### config.mk
export PLATFORM = sky130hd
export DESIGN_NAME = quadrature_count_serial_reporter
export DESIGN_NICKNAME = d
export VERILOG_FILES = /design/src/hw/rtl/qcsr_pkg.sv /design/src/hw/rtl/qcsr_position.sv /design/src/hw/rtl/qcsr_serializer.sv /design/src/hw/rtl/quadrature_count_serial_reporter.sv
export SDC_FILE = /design/constraint.sdc
export NUM_CORES = 1
export LEC_CHECK = 0
export ABC_AREA = 1
export BUFFER_PORTS_ARGS = -buffer_cell sky130_fd_sc_hd__buf_2
export CORE_MARGIN = 3
export CORE_UTILIZATION = 55
export CTS_CLUSTER_SIZE = 12
export DETAILED_ROUTE_END_ITERATION = 10
export GPL_TIMING_DRIVEN = 0
export HOLD_SLACK_MARGIN = 0.1
export PLACE_DENSITY = 0.78
export SLEW_MARGIN = 20
export SYNTH_ARGS = -nofsm -noshare
export SYNTH_HDL_FRONTEND = slang
export SYNTH_SLANG_ARGS = --single-unit
### constraint.sdc
create_clock -name clk_i -period 5.9 [get_ports clk_i]
set_input_delay 1.18 -clock clk_i [delete_from_list [all_inputs] [get_ports clk_i]]
set_output_delay 1.18 -clock clk_i [all_outputs]
set_load 0.01 [all_outputs]
### src/hw/rtl/qcsr_pkg.sv
// Shared types, constants and frame builder for the quadrature count reporter.
package qcsr_pkg;

  localparam int DataBytes  = 4;
  localparam int FrameBytes = DataBytes + 1;
  localparam int FrameBits  = FrameBytes * 8;
  localparam int BitCntW    = $clog2(FrameBits + 1);
  localparam int PosW       = 32;
  localparam int TimeoutW   = 16;

  localparam logic [TimeoutW-1:0] TimeoutReset = TimeoutW'(51);
  localparam logic [BitCntW-1:0]  FrameBitsLast = BitCntW'(FrameBits);

  typedef enum logic [2:0] {
    CMD_HALL_A   = 3'd0,
    CMD_HALL_B   = 3'd1,
    CMD_CLK_FALL = 3'd2,
    CMD_CLK_RISE = 3'd3,
    CMD_TICK     = 3'd4
  } cmd_e;

  typedef struct packed {
    logic       fire;
    logic [2:0] cmd;
    logic       level_a;
    logic       level_b;
  } event_t;

  // Data bytes LSB first, sign extended past the fourth, then the checksum byte.
  function automatic logic [FrameBits-1:0] build_frame(logic [PosW-1:0] pos);
    logic [63:0]          ext;
    logic [7:0]           sum;
    logic [FrameBits-1:0] frame;
    ext   = {{32{pos[PosW-1]}}, pos};
    sum   = '0;
    frame = '0;
    for (int i = 0; i < DataBytes; i++) begin
      frame[8*i +: 8] = ext[8*i +: 8];
      sum             = sum + ext[8*i +: 8];
    end
    frame[8*DataBytes +: 8] = sum;
    return frame;
  endfunction

endpackage

### src/hw/rtl/qcsr_position.sv
// Wrapping signed position counter driven by Hall edge events.
module qcsr_position (
  input  logic                              clk_i,
  input  logic                              rst_ni,
  input  qcsr_pkg::event_t                  ev_i,
  output logic signed [qcsr_pkg::PosW-1:0]  pos_o
);

  logic signed [qcsr_pkg::PosW-1:0] pos_q, pos_d;

  always_comb begin
    pos_d = pos_q;
    if (ev_i.fire) begin
      case (ev_i.cmd)
        qcsr_pkg::CMD_HALL_A: begin
          pos_d = (ev_i.level_a != ev_i.level_b) ? pos_q + 32'sd1 : pos_q - 32'sd1;
        end
        qcsr_pkg::CMD_HALL_B: begin
          pos_d = (ev_i.level_a == ev_i.level_b) ? pos_q + 32'sd1 : pos_q - 32'sd1;
        end
        default: pos_d = pos_q;
      endcase
    end
  end

  always_ff @(posedge clk_i or negedge rst_ni) begin
    if (!rst_ni) begin
      pos_q <= '0;
    end else begin
      pos_q <= pos_d;
    end
  end

  assign pos_o = pos_q;

endmodule

### src/hw/rtl/qcsr_serializer.sv
// Frame latch, bit serializer and tick timeout for the serial readout.
module qcsr_serializer (
  input  logic                                clk_i,
  input  logic                                rst_ni,
  input  qcsr_pkg::event_t                    ev_i,
  input  logic [qcsr_pkg::PosW-1:0]           pos_i,
  input  logic [qcsr_pkg::TimeoutW-1:0]       timeout_i,
  output logic                                tx_o,
  output logic                                busy_o
);

  logic                              busy_q, busy_d;
  logic                              tx_q, tx_d;
  logic [qcsr_pkg::FrameBits-1:0]    frame_q, frame_d;
  logic [qcsr_pkg::BitCntW-1:0]      bit_cnt_q, bit_cnt_d;
  logic [qcsr_pkg::TimeoutW-1:0]     tick_q, tick_d;
  logic [qcsr_pkg::TimeoutW-1:0]     tick_inc;

  assign tick_inc = tick_q + qcsr_pkg::TimeoutW'(1);

  always_comb begin
    busy_d    = busy_q;
    tx_d      = tx_q;
    frame_d   = frame_q;
    bit_cnt_d = bit_cnt_q;
    tick_d    = tick_q;
    if (ev_i.fire) begin
      case (ev_i.cmd)
        qcsr_pkg::CMD_CLK_FALL: begin
          if (!busy_q) begin
            frame_d   = qcsr_pkg::build_frame(pos_i);
            bit_cnt_d = '0;
            tick_d    = '0;
            tx_d      = 1'b0;
            busy_d    = 1'b1;
          end
        end
        qcsr_pkg::CMD_CLK_RISE: begin
          if (busy_q) begin
            if (bit_cnt_q == qcsr_pkg::FrameBitsLast) begin
              busy_d = 1'b0;
              tick_d = '0;
              tx_d   = 1'b1;
            end else begin
              tx_d      = frame_q[0];
              frame_d   = frame_q >> 1;
              bit_cnt_d = bit_cnt_q + qcsr_pkg::BitCntW'(1);
            end
          end
        end
        qcsr_pkg::CMD_TICK: begin
          if (busy_q) begin
            if (tick_inc >= timeout_i) begin
              busy_d = 1'b0;
              tick_d = '0;
              tx_d   = 1'b1;
            end else begin
              tick_d = tick_inc;
            end
          end
        end
        default: ;
      endcase
    end
  end

  always_ff @(posedge clk_i or negedge rst_ni) begin
    if (!rst_ni) begin
      busy_q    <= 1'b0;
      tx_q      <= 1'b1;
      bit_cnt_q <= '0;
      tick_q    <= '0;
    end else begin
      busy_q    <= busy_d;
      tx_q      <= tx_d;
      bit_cnt_q <= bit_cnt_d;
      tick_q    <= tick_d;
    end
  end

  always_ff @(posedge clk_i) begin
    frame_q <= frame_d;
  end

  assign tx_o   = tx_q;
  assign busy_o = busy_q;

endmodule

### src/hw/rtl/quadrature_count_serial_reporter.sv
// Top level: quadrature position counter with a clocked serial frame readout.
//
// Input channel: in_valid_i / in_stall_o carry one event (cmd_i, level_a_i,
// level_b_i) per transaction. Commands: Hall A edge, Hall B edge, clock fall,
// clock rise, tick; other codes change nothing but still give a result.
// Output channel: out_valid_o / out_stall_i carry one result per event:
// the line level, the busy flag and the signed position after that event.
// Config channel: cfg_valid_i / cfg_ready_o write the 16-bit tick timeout;
// cfg_ready_o is always high. Write it only while the block is idle.
// The result passes through the input register, then the state registers,
// which are the result register.
// Throughput: one event per cycle while the result is not stalled; set by the state update.
// When the receiver stalls, the result holds and the input register keeps one
// more transaction; in_stall_o is high while that register is full and the
// result is stalled. No transaction is lost.
// Reset: position zero, idle, line high, timeout 51, both stages empty.
module quadrature_count_serial_reporter (
  input  logic                                clk_i,
  input  logic                                rst_ni,
  input  logic                                in_valid_i,
  output logic                                in_stall_o,
  input  logic [2:0]                          cmd_i,
  input  logic                                level_a_i,
  input  logic                                level_b_i,
  output logic                                out_valid_o,
  input  logic                                out_stall_i,
  output logic                                tx_level_o,
  output logic                                busy_res_o,
  output logic signed [qcsr_pkg::PosW-1:0]    position_o,
  input  logic                                cfg_valid_i,
  output logic                                cfg_ready_o,
  input  logic [qcsr_pkg::TimeoutW-1:0]       cfg_wdata_i
);

  logic                          s1_valid_q;
  logic [2:0]                    s1_cmd_q;
  logic                          s1_a_q;
  logic                          s1_b_q;
  logic                          out_valid_q, out_valid_d;
  logic [qcsr_pkg::TimeoutW-1:0] timeout_q;
  logic                          res_ready;
  logic                          s1_ready;
  logic                          fire;
  qcsr_pkg::event_t              ev;
  logic signed [qcsr_pkg::PosW-1:0] pos;

  assign res_ready  = !out_valid_q || !out_stall_i;
  assign s1_ready   = !s1_valid_q || res_ready;
  assign fire       = s1_valid_q && res_ready;
  assign in_stall_o = !s1_ready;
  assign cfg_ready_o = 1'b1;

  assign ev.fire    = fire;
  assign ev.cmd     = s1_cmd_q;
  assign ev.level_a = s1_a_q;
  assign ev.level_b = s1_b_q;

  always_comb begin
    out_valid_d = out_valid_q;
    if (fire) begin
      out_valid_d = 1'b1;
    end else if (!out_stall_i) begin
      out_valid_d = 1'b0;
    end
  end

  always_ff @(posedge clk_i or negedge rst_ni) begin
    if (!rst_ni) begin
      s1_valid_q  <= 1'b0;
      out_valid_q <= 1'b0;
      timeout_q   <= qcsr_pkg::TimeoutReset;
    end else begin
      if (s1_ready) begin
        s1_valid_q <= in_valid_i;
      end
      out_valid_q <= out_valid_d;
      if (cfg_valid_i) begin
        timeout_q <= cfg_wdata_i;
      end
    end
  end

  always_ff @(posedge clk_i) begin
    if (s1_ready && in_valid_i) begin
      s1_cmd_q <= cmd_i;
      s1_a_q   <= level_a_i;
      s1_b_q   <= level_b_i;
    end
  end

  qcsr_position u_position (
    .clk_i  (clk_i),
    .rst_ni (rst_ni),
    .ev_i   (ev),
    .pos_o  (pos)
  );

  qcsr_serializer u_serializer (
    .clk_i     (clk_i),
    .rst_ni    (rst_ni),
    .ev_i      (ev),
    .pos_i     (pos),
    .timeout_i (timeout_q),
    .tx_o      (tx_level_o),
    .busy_o    (busy_res_o)
  );

  assign out_valid_o = out_valid_q;
  assign position_o  = pos;

endmodule

==> impl_metrics.ini, run 1 <==
[final_layout]
finish.net_count = 1293
synthToLayoutAreaGrowth_pct = 13.6
finalInstanceArea_um2 = 9310
n_fill_cell = 1280
multiInputGateArea_um2 = 4350
instances_no_fill = 1418
diodes = 0
final_util_pct = 65.5
final_layout_size_suffix_gt1_share_pct = 11.6
layout.area.seq_um2 = 3210

[outcome]
outcome = completed

[logic_synthesis]
yosys_warnings = 0
dominantRegCellSynth = dfrtp_1
netlist_area_um2 = 8200
syn_area_per_cell_um2 = 7.16
synth_enable_flop_cells = 45
synth_top_cell_area_share_pct = 21.1
synth.most_common_cell = nand2_1
netlist-cell-type-count = 37
mappedNetlistNets = 1212
synth_commonest_cells = nand2_1, nor2_1, nand3_1
synth-seq-cells = 119
top_post_synthesis_cells_by_area = dfrtp_1, nand2_1, edfxtp_1, nand3_1, nor2_1
syn-instance-count = 1144
synth.yosys.seq_area_share_pct = 39.2
synth_async_sr_flop_share_pct = 62.2
netlist.top_cell.by_area = dfrtp_1

[job]
maxCapViolCount = 0

[power]
total_power_mw = 4.54
ir_worst_vdd_mv = 0.339
power.static_leakage_nw = 4.18
power_density_nw_per_um2 = 488

[sta]
setup_slack_ns = 2.76
max_slew_margin_pct = 28.3
achievable-frequency_mhz = 319
layout_worst_path_cycle_share_pct = 53.2
finalCriticalPeriod_ns = 3.14
unrepaired_setup_endpoints_after_global_routing = false
finClkSkew_ns = 0.0104
worstMarginPinSlew_ns = 1.08
timing.setup.tns_ns = 0
timing.final.max_slew_violations = 0
finalHoldWorstSlack_ns = 0.462
report.final.hold_viol_count = 0
finalSetupViolCount = 0

[die]
io-pin-count = 63
floorplan.rows = 43
die_area_um2 = 16400
die_y_extent_um = 128
effective_utilization_at_floorplan_pct = 57.7
floorplan.core_area_um2 = 14200
die-width_um = 128

[global_route]
grt_pass1_wl_mm = 39.8
globalRoute.totalOverflow = 0
grt_pass1_vias = 7737
antenna_violations_before_repair = 0
globalRouteTotalUtil_pct = 31.4
grt_start_max_net_pins = 55

[placement]
placed_cell_area_um2 = 8760
detailedPlacementHpwl_mm = 18.7
routabilityCongestion = 0.977
preCtsSetupSlack_ns = 2.57
buffer_ports.inserted = 61
numPlacedInstances = 1386

[detailed_routing]
finalWirelength_mm = 24.7
detail_routed_net_length_per_standard_cell_um = 17.4
drtPass1Iterations = 6
num_vias = 7977
detailedRoute.firstIterationViolations = 611
drc_errors = 0
ant_nets = 0
route.detailed.vias_per_inst = 5.63

[critical_path]
endpoint_kind = register
worstPathCellList = fa_1 -> fa_1 -> ha_1 -> inv_1 -> fa_1 -> o31ai_1 -> xnor2_1 -> o21ai_0
critical_path.startpoint_type = register
timing.critical_path.slowest_stage_cell = dfrtp_1
setup.reg_to_reg.worst_slack_ns = 2.76
crit_path_max_incr_delay_ns = 0.57
crit_path_frequent_cell = fa_1
worstReg2RegEnd = u_serializer.frame_q[37]
worst-setup-path-type = reg -> reg
crit_arrival_ns = 3.31
worst_setup_path_endpoint = u_serializer.frame_q[37]
max_fanout_on_critical_path = 8
critical_path_data_required_time_ns = 6.08
worst_r2r_startpoint = u_position.pos_o[9]
timing.critical_path.buf_inv = 1
ff2ff_path_depth = 8
worst_setup_sp = u_position.pos_o[9]
path_depth = 8
worst_path_top_cell_family_by_delay = adder cells

[min_path]
min_path_type = reg -> reg

[clocking]
clk_path_buf_depth = 2
clock_root_buffer_master = clkbuf_16
insertion_delay_ns = 0.43
clock_tree.htree_level_count = 4
cts_buffers = 17
numClockSinks = 119
cts_resized = 0
cts_tree = done
holdBufCountCts = 0
postCtsSetupRepairBufs = 0
cts.clk_slew.worst_paths_ns = 0.06
[worst min path at each step]
| stage | start | to | slack, ns | depth (start not counted) |
|---|---|---|---|---|
| floorplan | s1_valid_q | out_valid_o | 0.45 | 2 |
| global placement | u_serializer.tx_o | u_serializer.tx_o | 0.45 | 2 |
| detailed placement | u_serializer.tx_o | u_serializer.tx_o | 0.46 | 2 |
| CTS | u_serializer.tx_o | u_serializer.tx_o | 0.46 | 2 |
| global route | u_serializer.tx_o | u_serializer.tx_o | 0.48 | 2 |
| finish | u_serializer.tx_o | u_serializer.tx_o | 0.46 | 2 |
[kinds of logic (layout without fill, tap and decap cells)]
family	Yosys count	count (layout)	share of synthesized area [%]
simple gates	658	658	33.0
buf+inv	157	251	7.80
compound gates	131	131	8.41
flops	119	119	39.2
fa+ha+maj	42	42	7.69
xor+xnor	35	35	3.74
other cells	1	1	0.0458
mux	1	1	0.137
[area by class of cell]
type | count | area share (%)
Clock buffer | 17 | 4.57
Timing Repair Buffer | 62 | 3.60
Sequential cell | 119 | 34.5
Clock inverter | 15 | 1.36
Multi-Input combinational cell | 868 | 46.7
Tap cell | 180 | 2.42
Buffer | 44 | 2.31
Inverter | 113 | 4.56
[power by group]
part	switching, mW	internal (mW)	total (mW)
Sequential	0.240	1.11	1.35
Combinational	1.40	0.805	2.20
Clock	0.413	0.578	0.991
Total	2.05	2.49	4.54
[placed cells by master, fill, tap and decap left out, drive strengths merged, types with 8 or more instances in the layout]
| cell type | netlist | layout |
|---|---|---|
| nand2 | 382 | 382 |
| nor2 | 141 | 141 |
| inv | 113 | 117 |
| nand3 | 116 | 116 |
| o21ai | 103 | 103 |
| buf | 25 | 87 |
| dfrtp | 69 | 69 |
| edfxtp | 45 | 45 |
| clkbuf | 19 | 36 |
| xor2 | 29 | 29 |
| ha | 28 | 28 |
| a21oi | 15 | 15 |
| nand4 | 14 | 14 |
| fa | 14 | 14 |
| clkinv | 0 | 8 |
[layer usage]
metal / global-route usage (%) / part of all wire, % / vias up
met5: 0 / 0 / -
met4: 13.3 / 3.7 / 0
met3: 6.63 / 7.5 / 80
met2: 51.9 / 47 / 343
met1: 39.9 / 41 / 3698
li1: - / - / 3856
[worst register-to-register path, stage by stage, from the launching register on]
cell and delay, ns:
dfrtp_1 0.57, fa_1 0.53, fa_1 0.55, ha_1 0.20, inv_1 0.06, fa_1 0.42
o31ai_1 0.30, xnor2_1 0.16, o21ai_0 0.09
[sequential cells by signal, indices dropped and copies added (netlist names)]
name                    cells
u_serializer.frame_q       40
s1_cmd_q                    3
out_valid_o                 1
s1_a_q                      1
s1_valid_q                  1
u_serializer.bit_cnt_q      6
u_position.pos_o           32
u_serializer.tick_q        16
s1_b_q                      1
u_serializer.busy_o         1
timeout_q                  16
u_serializer.tx_o           1
(Power assumes the default switching activity.)
==> run 2, diff against run 1 <==
--- a/config.mk
+++ b/config.mk
@@ -13,7 +13,7 @@
 export DETAILED_ROUTE_END_ITERATION = 10
 export GPL_TIMING_DRIVEN = 0
 export HOLD_SLACK_MARGIN = 0.1
-export PLACE_DENSITY = 0.78
+export PLACE_DENSITY = 0.81
 export SLEW_MARGIN = 20
 export SYNTH_ARGS = -nofsm -noshare
 export SYNTH_HDL_FRONTEND = slang
==> constraint.sdc (replaced) <==
create_clock -name clk_i -period 2.6 [get_ports clk_i]
set_input_delay 0.52 -clock clk_i [delete_from_list [all_inputs] [get_ports clk_i]]
set_output_delay 0.52 -clock clk_i [all_outputs]
set_load 0.01 [all_outputs]
==> run 2 against run 1 <==
  * Sequential share of layout area decreased by 1.7 points
  * The flow now finishes with violations (negative setup slack)
  * Largest cell class unchanged
  * Largest power group unchanged
  * Cell count increased by 2.4%
  * Critical endpoint is now u_serializer.frame_q[39]
  * Register-to-register slack got worse by 2.9 ns
==> impl_metrics.ini, run 2 (same netlist as run 1, synthesis figures left out) <==
[outcome]
violations = negative setup slack
outcome = complete, but fails checks

[final_layout]
n_fill_cell = 1185
register_containing_the_most_flip_flops_in_the_final_layout = u_serializer.frame_q
diodes = 0
synthToLayoutAreaGrowth_pct = 20.1
mostFrequentLayoutCells = nand2_1, nor2_1, nand3_1
layout_commonest_cell = nand2_1
layout.area.seq_um2 = 3230
largest_register_ffs = 40
instances_no_fill = 1452
multiInputGateArea_um2 = 4520
final_layout_size_suffix_gt1_share_pct = 17.1
finish.net_count = 1327
final_util_pct = 69.3

[clocking]
clock_tree.htree_level_count = 4
clock_root_buffer_master = clkbuf_16
clk_path_buf_depth = 2
cts_buffers = 17
insertion_delay_ns = 0.43
numClockSinks = 119
cts_tree = done
cts.clk_slew.worst_paths_ns = 0.06

[sta]
worstMarginPinSlew_ns = 0.813
max_slew_margin_pct = 45.8
unrepaired_setup_endpoints_after_global_routing = true
finalCriticalPeriod_ns = 2.79
achievable-frequency_mhz = 359
finClkSkew_ns = 0.00652
setup_slack_ns = -0.188
timing.final.max_slew_violations = 0
layout_worst_path_cycle_share_pct = 107
report.final.hold_viol_count = 0
finalSetupViolCount = 15

[critical_path]
worst-setup-path-type = reg -> reg
max_fanout_on_critical_path = 4
worst_setup_path_endpoint = u_serializer.frame_q[39]
worst_r2r_startpoint = u_position.pos_o[6]
endpoint_kind = register
critical_path.startpoint_type = register
critical_path_data_required_time_ns = 2.79
worstReg2RegEnd = u_serializer.frame_q[39]
setup.reg_to_reg.worst_slack_ns = -0.19
ff2ff_path_depth = 8
worst_setup_sp = u_position.pos_o[6]
crit_arrival_ns = 2.97

[detailed_routing]
highest_layer = met5
drc_errors = 0
route.detailed.vias_per_inst = 5.72
met3_wirelength_mm = 2.59
ant_nets = 0
finalWirelength_mm = 26.2
detailedRoute.firstIterationViolations = 874
num_vias = 8308
detail_routed_net_length_per_standard_cell_um = 18.1
drtPass1Iterations = 6
detail_route.wirelength.met1_mm = 10.6
wl_met2_mm = 11.9

[die]
io-pin-count = 63
die_y_extent_um = 128
floorplan.rows = 43
floorplan.core_area_um2 = 14200
effective_utilization_at_floorplan_pct = 57.7
die_area_um2 = 16400
die-width_um = 128

[global_route]
grt_pass1_wl_mm = 39.5
grt_start_max_net_pins = 50
antenna_violations_before_repair = 1
grt_pass1_vias = 7596
globalRoute.totalOverflow = 0
globalRouteTotalUtil_pct = 31.5

[placement]
numPlacedInstances = 1386
detailedPlacementHpwl_mm = 18.5
routabilityCongestion = 1.00
buffer_ports.inserted = 61

[power]
power.share.sequential_pct = 25.7
pwr-share-comb_pct = 52.7
netSwitchingPower_mw = 4.98
power.static_leakage_nw = 4.40
total_power_mw = 11.5
ir_worst_vdd_mv = 0.753
power.share.switching_pct = 43.3
share_clk_of_total_power_pct = 21.5
cellInternalPower_mw = 6.51
power_density_nw_per_um2 = 1170

[job]
maxCapViolCount = 0

[min_path]
min_path_type = in -> reg
run 2: changes by cell type in the layout (fill, tap and decap cells not counted), sizes merged:
cell,before,now
nand2,382,383
buf,87,118
clkbuf,36,37
inv,117,114
dlygate4sd3,0,1
bufinv,1,4
run 2: worst min-delay path by stage:
stage                       from                end  slack, ns  depth (start not counted)
6_report                cmd_i[1]        s1_cmd_q[1]       0.27                          1
3_5_place_dp   u_serializer.tx_o  u_serializer.tx_o       0.46                          2
4_1_cts                 cmd_i[1]        s1_cmd_q[1]       0.26                          1
5_1_grt                 cmd_i[0]        s1_cmd_q[0]       0.26                          1
2_1_floorplan             rst_ni        out_valid_o       0.22                          0
3_3_place_gp   u_serializer.tx_o  u_serializer.tx_o       0.45                          2
run 2: critical path, stage by stage (launching register included):
cell	delay (ns)
dfrtp_2	0.44
fa_1	0.58
fa_1	0.51
ha_1	0.39
nand2_1	0.09
nor4_1	0.30
nor2_1	0.10
nor2_1	0.10
nor2_1	0.04
run 2: what timing repair did:
item | 4_1_cts | 5_1_grt
endpoints found under the hold margin | 30 | 0
setup buffers | 13 | 17
pin swaps | 4 | 23
hold buffers | 1 | 0
cloned | 0 | 2
setup endpoints to repair | 22 | 22
resized for setup | 21 | 23
run 2: per-layer routing:
metal / vias up / GRT usage [%]
met2: 442 / 47.8
met3: 116 / 8.33
met1: 3825 / 41.8
met5: - / 0
li1: 3923 / -
met4: 2 / 15.9
run 2: final cells by class:
type	instances	area share (%)
Sequential cell	119	32.8
Buffer	44	2.29
Clock inverter	15	1.87
Timing Repair Buffer	95	6.25
Tap cell	180	2.29
Clock buffer	17	4.32
Inverter	113	4.31
Multi-Input combinational cell	869	45.9
run 2: power groups by stage:
stage | sequential, mW | clock, mW | combinational (mW)
floorplan | 3.00 | 0 | 3.73
finish | 2.95 | 2.48 | 6.06
global placement | 3.08 | 0 | 5.08
detailed placement | 3.09 | 0 | 5.28
CTS | 2.94 | 2.49 | 5.69
global route | 2.99 | 2.55 | 6.68
run 2: stage by stage:
step	setup WS, ns	hold WS (ns)	TNS, ns	instance area, um^2
after detailed placement	-0.348	0.462	-4.63	8810
after global routing	-0.263	0.265	-1.83	9840
after global placement	-0.302	0.453	-3.33	8780
after CTS	-0.174	0.264	-0.452	9580
final	-0.188	0.270	-0.918	9840
after floorplan	-0.0854	0.224	-0.135	8250
==> run 3, diff against run 2 <==
--- a/config.mk
+++ b/config.mk
@@ -13,7 +13,7 @@
 export DETAILED_ROUTE_END_ITERATION = 10
 export GPL_TIMING_DRIVEN = 0
 export HOLD_SLACK_MARGIN = 0.1
-export PLACE_DENSITY = 0.81
+export PLACE_DENSITY_LB_ADDON = 0.2
 export SLEW_MARGIN = 20
 export SYNTH_ARGS = -nofsm -noshare
 export SYNTH_HDL_FRONTEND = slang
==> run 3 against run 2 <==
  * The run still ends with negative setup slack left
  * Maximum frequency grew 1.8%
  * Flip-flop and latch count did not move
  * Critical endpoint is now u_serializer.frame_q[37]
  * Design area up 0.90%
  * Setup slack improved by 0.048 ns
==> impl_metrics.ini, run 3 (same netlist as run 1, synthesis figures left out) <==
[global_route]
grt_pass1_vias = 7611
globalRouteTotalUtil_pct = 31.2
antenna_violations_before_repair = 0
grt_start_max_net_pins = 50
grt_pass1_wl_mm = 39.3
globalRoute.totalOverflow = 0

[die]
floorplan.core_area_um2 = 14200
die_area_um2 = 16400
floorplan.rows = 43
die-width_um = 128
io-pin-count = 63
effective_utilization_at_floorplan_pct = 57.7
die_y_extent_um = 128

[detailed_routing]
ant_nets = 0
detailedRoute.firstIterationViolations = 811
drtPass1Iterations = 8
drc_errors = 0
num_vias = 8246
route.detailed.vias_per_inst = 5.70
detail_routed_net_length_per_standard_cell_um = 18.0
finalWirelength_mm = 26.0

[critical_path]
ff2ff_path_depth = 8
max_fanout_on_critical_path = 3
crit_arrival_ns = 2.92
worst_r2r_startpoint = u_position.pos_o[9]
endpoint_kind = register
worst-setup-path-type = reg -> reg
critical_path_data_required_time_ns = 2.79
worstReg2RegEnd = u_serializer.frame_q[37]
setup.reg_to_reg.worst_slack_ns = -0.14
critical_path.startpoint_type = register

[sta]
report.final.hold_viol_count = 0
unrepaired_setup_endpoints_after_global_routing = true
finalCriticalPeriod_ns = 2.74
timing.final.max_slew_violations = 0
layout_worst_path_cycle_share_pct = 105
finalSetupViolCount = 7
worstMarginPinSlew_ns = 0.797
finClkSkew_ns = 0.0111
achievable-frequency_mhz = 365
max_slew_margin_pct = 46.9
setup_slack_ns = -0.139

[outcome]
outcome = complete, but fails checks
violations = negative setup slack

[job]
maxCapViolCount = 0

[power]
ir_worst_vdd_mv = 0.938
power.static_leakage_nw = 4.38
power_density_nw_per_um2 = 1180

[final_layout]
final_layout_size_suffix_gt1_share_pct = 18.4
n_fill_cell = 1195
synthToLayoutAreaGrowth_pct = 21.2
largest_register_ffs = 40
layout_commonest_cell = nand2_1
instances_no_fill = 1446
mostFrequentLayoutCells = nand2_1, nor2_1, nand3_1
finish.net_count = 1321
diodes = 0
register_containing_the_most_flip_flops_in_the_final_layout = u_serializer.frame_q
final_util_pct = 69.9

[min_path]
min_path_type = in -> reg
min_delay_path_depth = 1
min_delay_worst_endpoint = s1_cmd_q[2]
worstHoldStart = cmd_i[2]

[placement]
detailedPlacementHpwl_mm = 18.0
buffer_ports.inserted = 61
numPlacedInstances = 1386
routabilityCongestion = 1.01

[clocking]
insertion_delay_ns = 0.43
cts_buffers = 17
cts.clk_slew.worst_paths_ns = 0.06
numClockSinks = 119
cts_tree = done
clk_path_buf_depth = 2
clock_root_buffer_master = clkbuf_16
clock_tree.htree_level_count = 4
-- run 3: changes by cell type in the layout (fill, tap and decap cells not counted), sizes merged --
cell,previous run,this run
buf,118,112
bufinv,4,5
clkbuf,37,41
clkinv,8,4
clkinvlp,2,0
inv,114,115
-- run 3: timing repair --
item	4_1_cts	5_1_grt
pin swaps	13	18
setup endpoints to repair	22	21
gates cloned	0	2
resized for setup	22	46
hold buffers	1	0
buffers inserted	15	10
hold endpoints to repair	25	0
-- run 3: area by class of cell --
type                    instances  area [um^2]  area share (%)
clock buffers                  21          450            4.53
flip-flops and latches        119         3230            32.5
plain buffers                  44          228            2.29
repair buffers                 89          566            5.69
well taps                     180          225            2.27
inverters                     113          424            4.27
clock inverters                11          195            1.96
multi-input cells             869         4620            46.5
-- run 3: through the flow --
stage	power (mW)	setup slack [ns]	hold WS, ns	area [um^2]	setup TNS [ns]
global route	12.4	-0.232	0.263	9930	-2.37
global placement	8.13	-0.249	0.454	8780	-2.39
finish	11.7	-0.139	0.271	9930	-0.430
detailed placement	8.22	-0.271	0.458	8810	-4.75
CTS	11.2	-0.165	0.263	9640	-0.302
floorplan	6.74	-0.0854	0.224	8250	-0.135
-- run 3: how the worst max path moves through the flow --
| stage | endpoint | start | slack (ns) | cells after the start |
|---|---|---|---|---|
| floorplan | u_serializer.frame_q[37] | u_position.pos_o[9] | -0.09 | 8 |
| global placement | u_serializer.frame_q[37] | u_position.pos_o[9] | -0.25 | 8 |
| detailed placement | u_serializer.frame_q[37] | u_position.pos_o[9] | -0.27 | 8 |
| CTS | u_serializer.frame_q[37] | u_position.pos_o[1] | -0.17 | 8 |
| global route | u_serializer.frame_q[39] | u_position.pos_o[9] | -0.23 | 9 |
| finish | u_serializer.frame_q[37] | u_position.pos_o[9] | -0.14 | 8 |
-- run 3: worst max-delay path: stages, from the launching register on --
cell	delay (ns)
dfrtp_2	0.42
fa_1	0.52
fa_1	0.51
ha_2	0.20
inv_2	0.04
fa_2	0.39
o31ai_4	0.19
xnor2_1	0.15
o21ai_1	0.07
-- run 3: power by group --
part	internal (mW)	total, mW	switching, mW	leakage (nW)
clock network	1.73	2.64	0.906	0.316
registers	2.54	2.94	0.402	1.33
logic	2.44	6.12	3.68	2.74
-- run 3: metal layers --
layer	part of all wire, %	track usage (%)	wire (um)	vias to the layer above
met5	0	0	0	-
met4	4.5	13.3	1170	0
met3	7.8	7.75	2030	96
met2	49	52.8	12800	375
met1	38	37.8	9970	3874
li1	-	-	-	3901
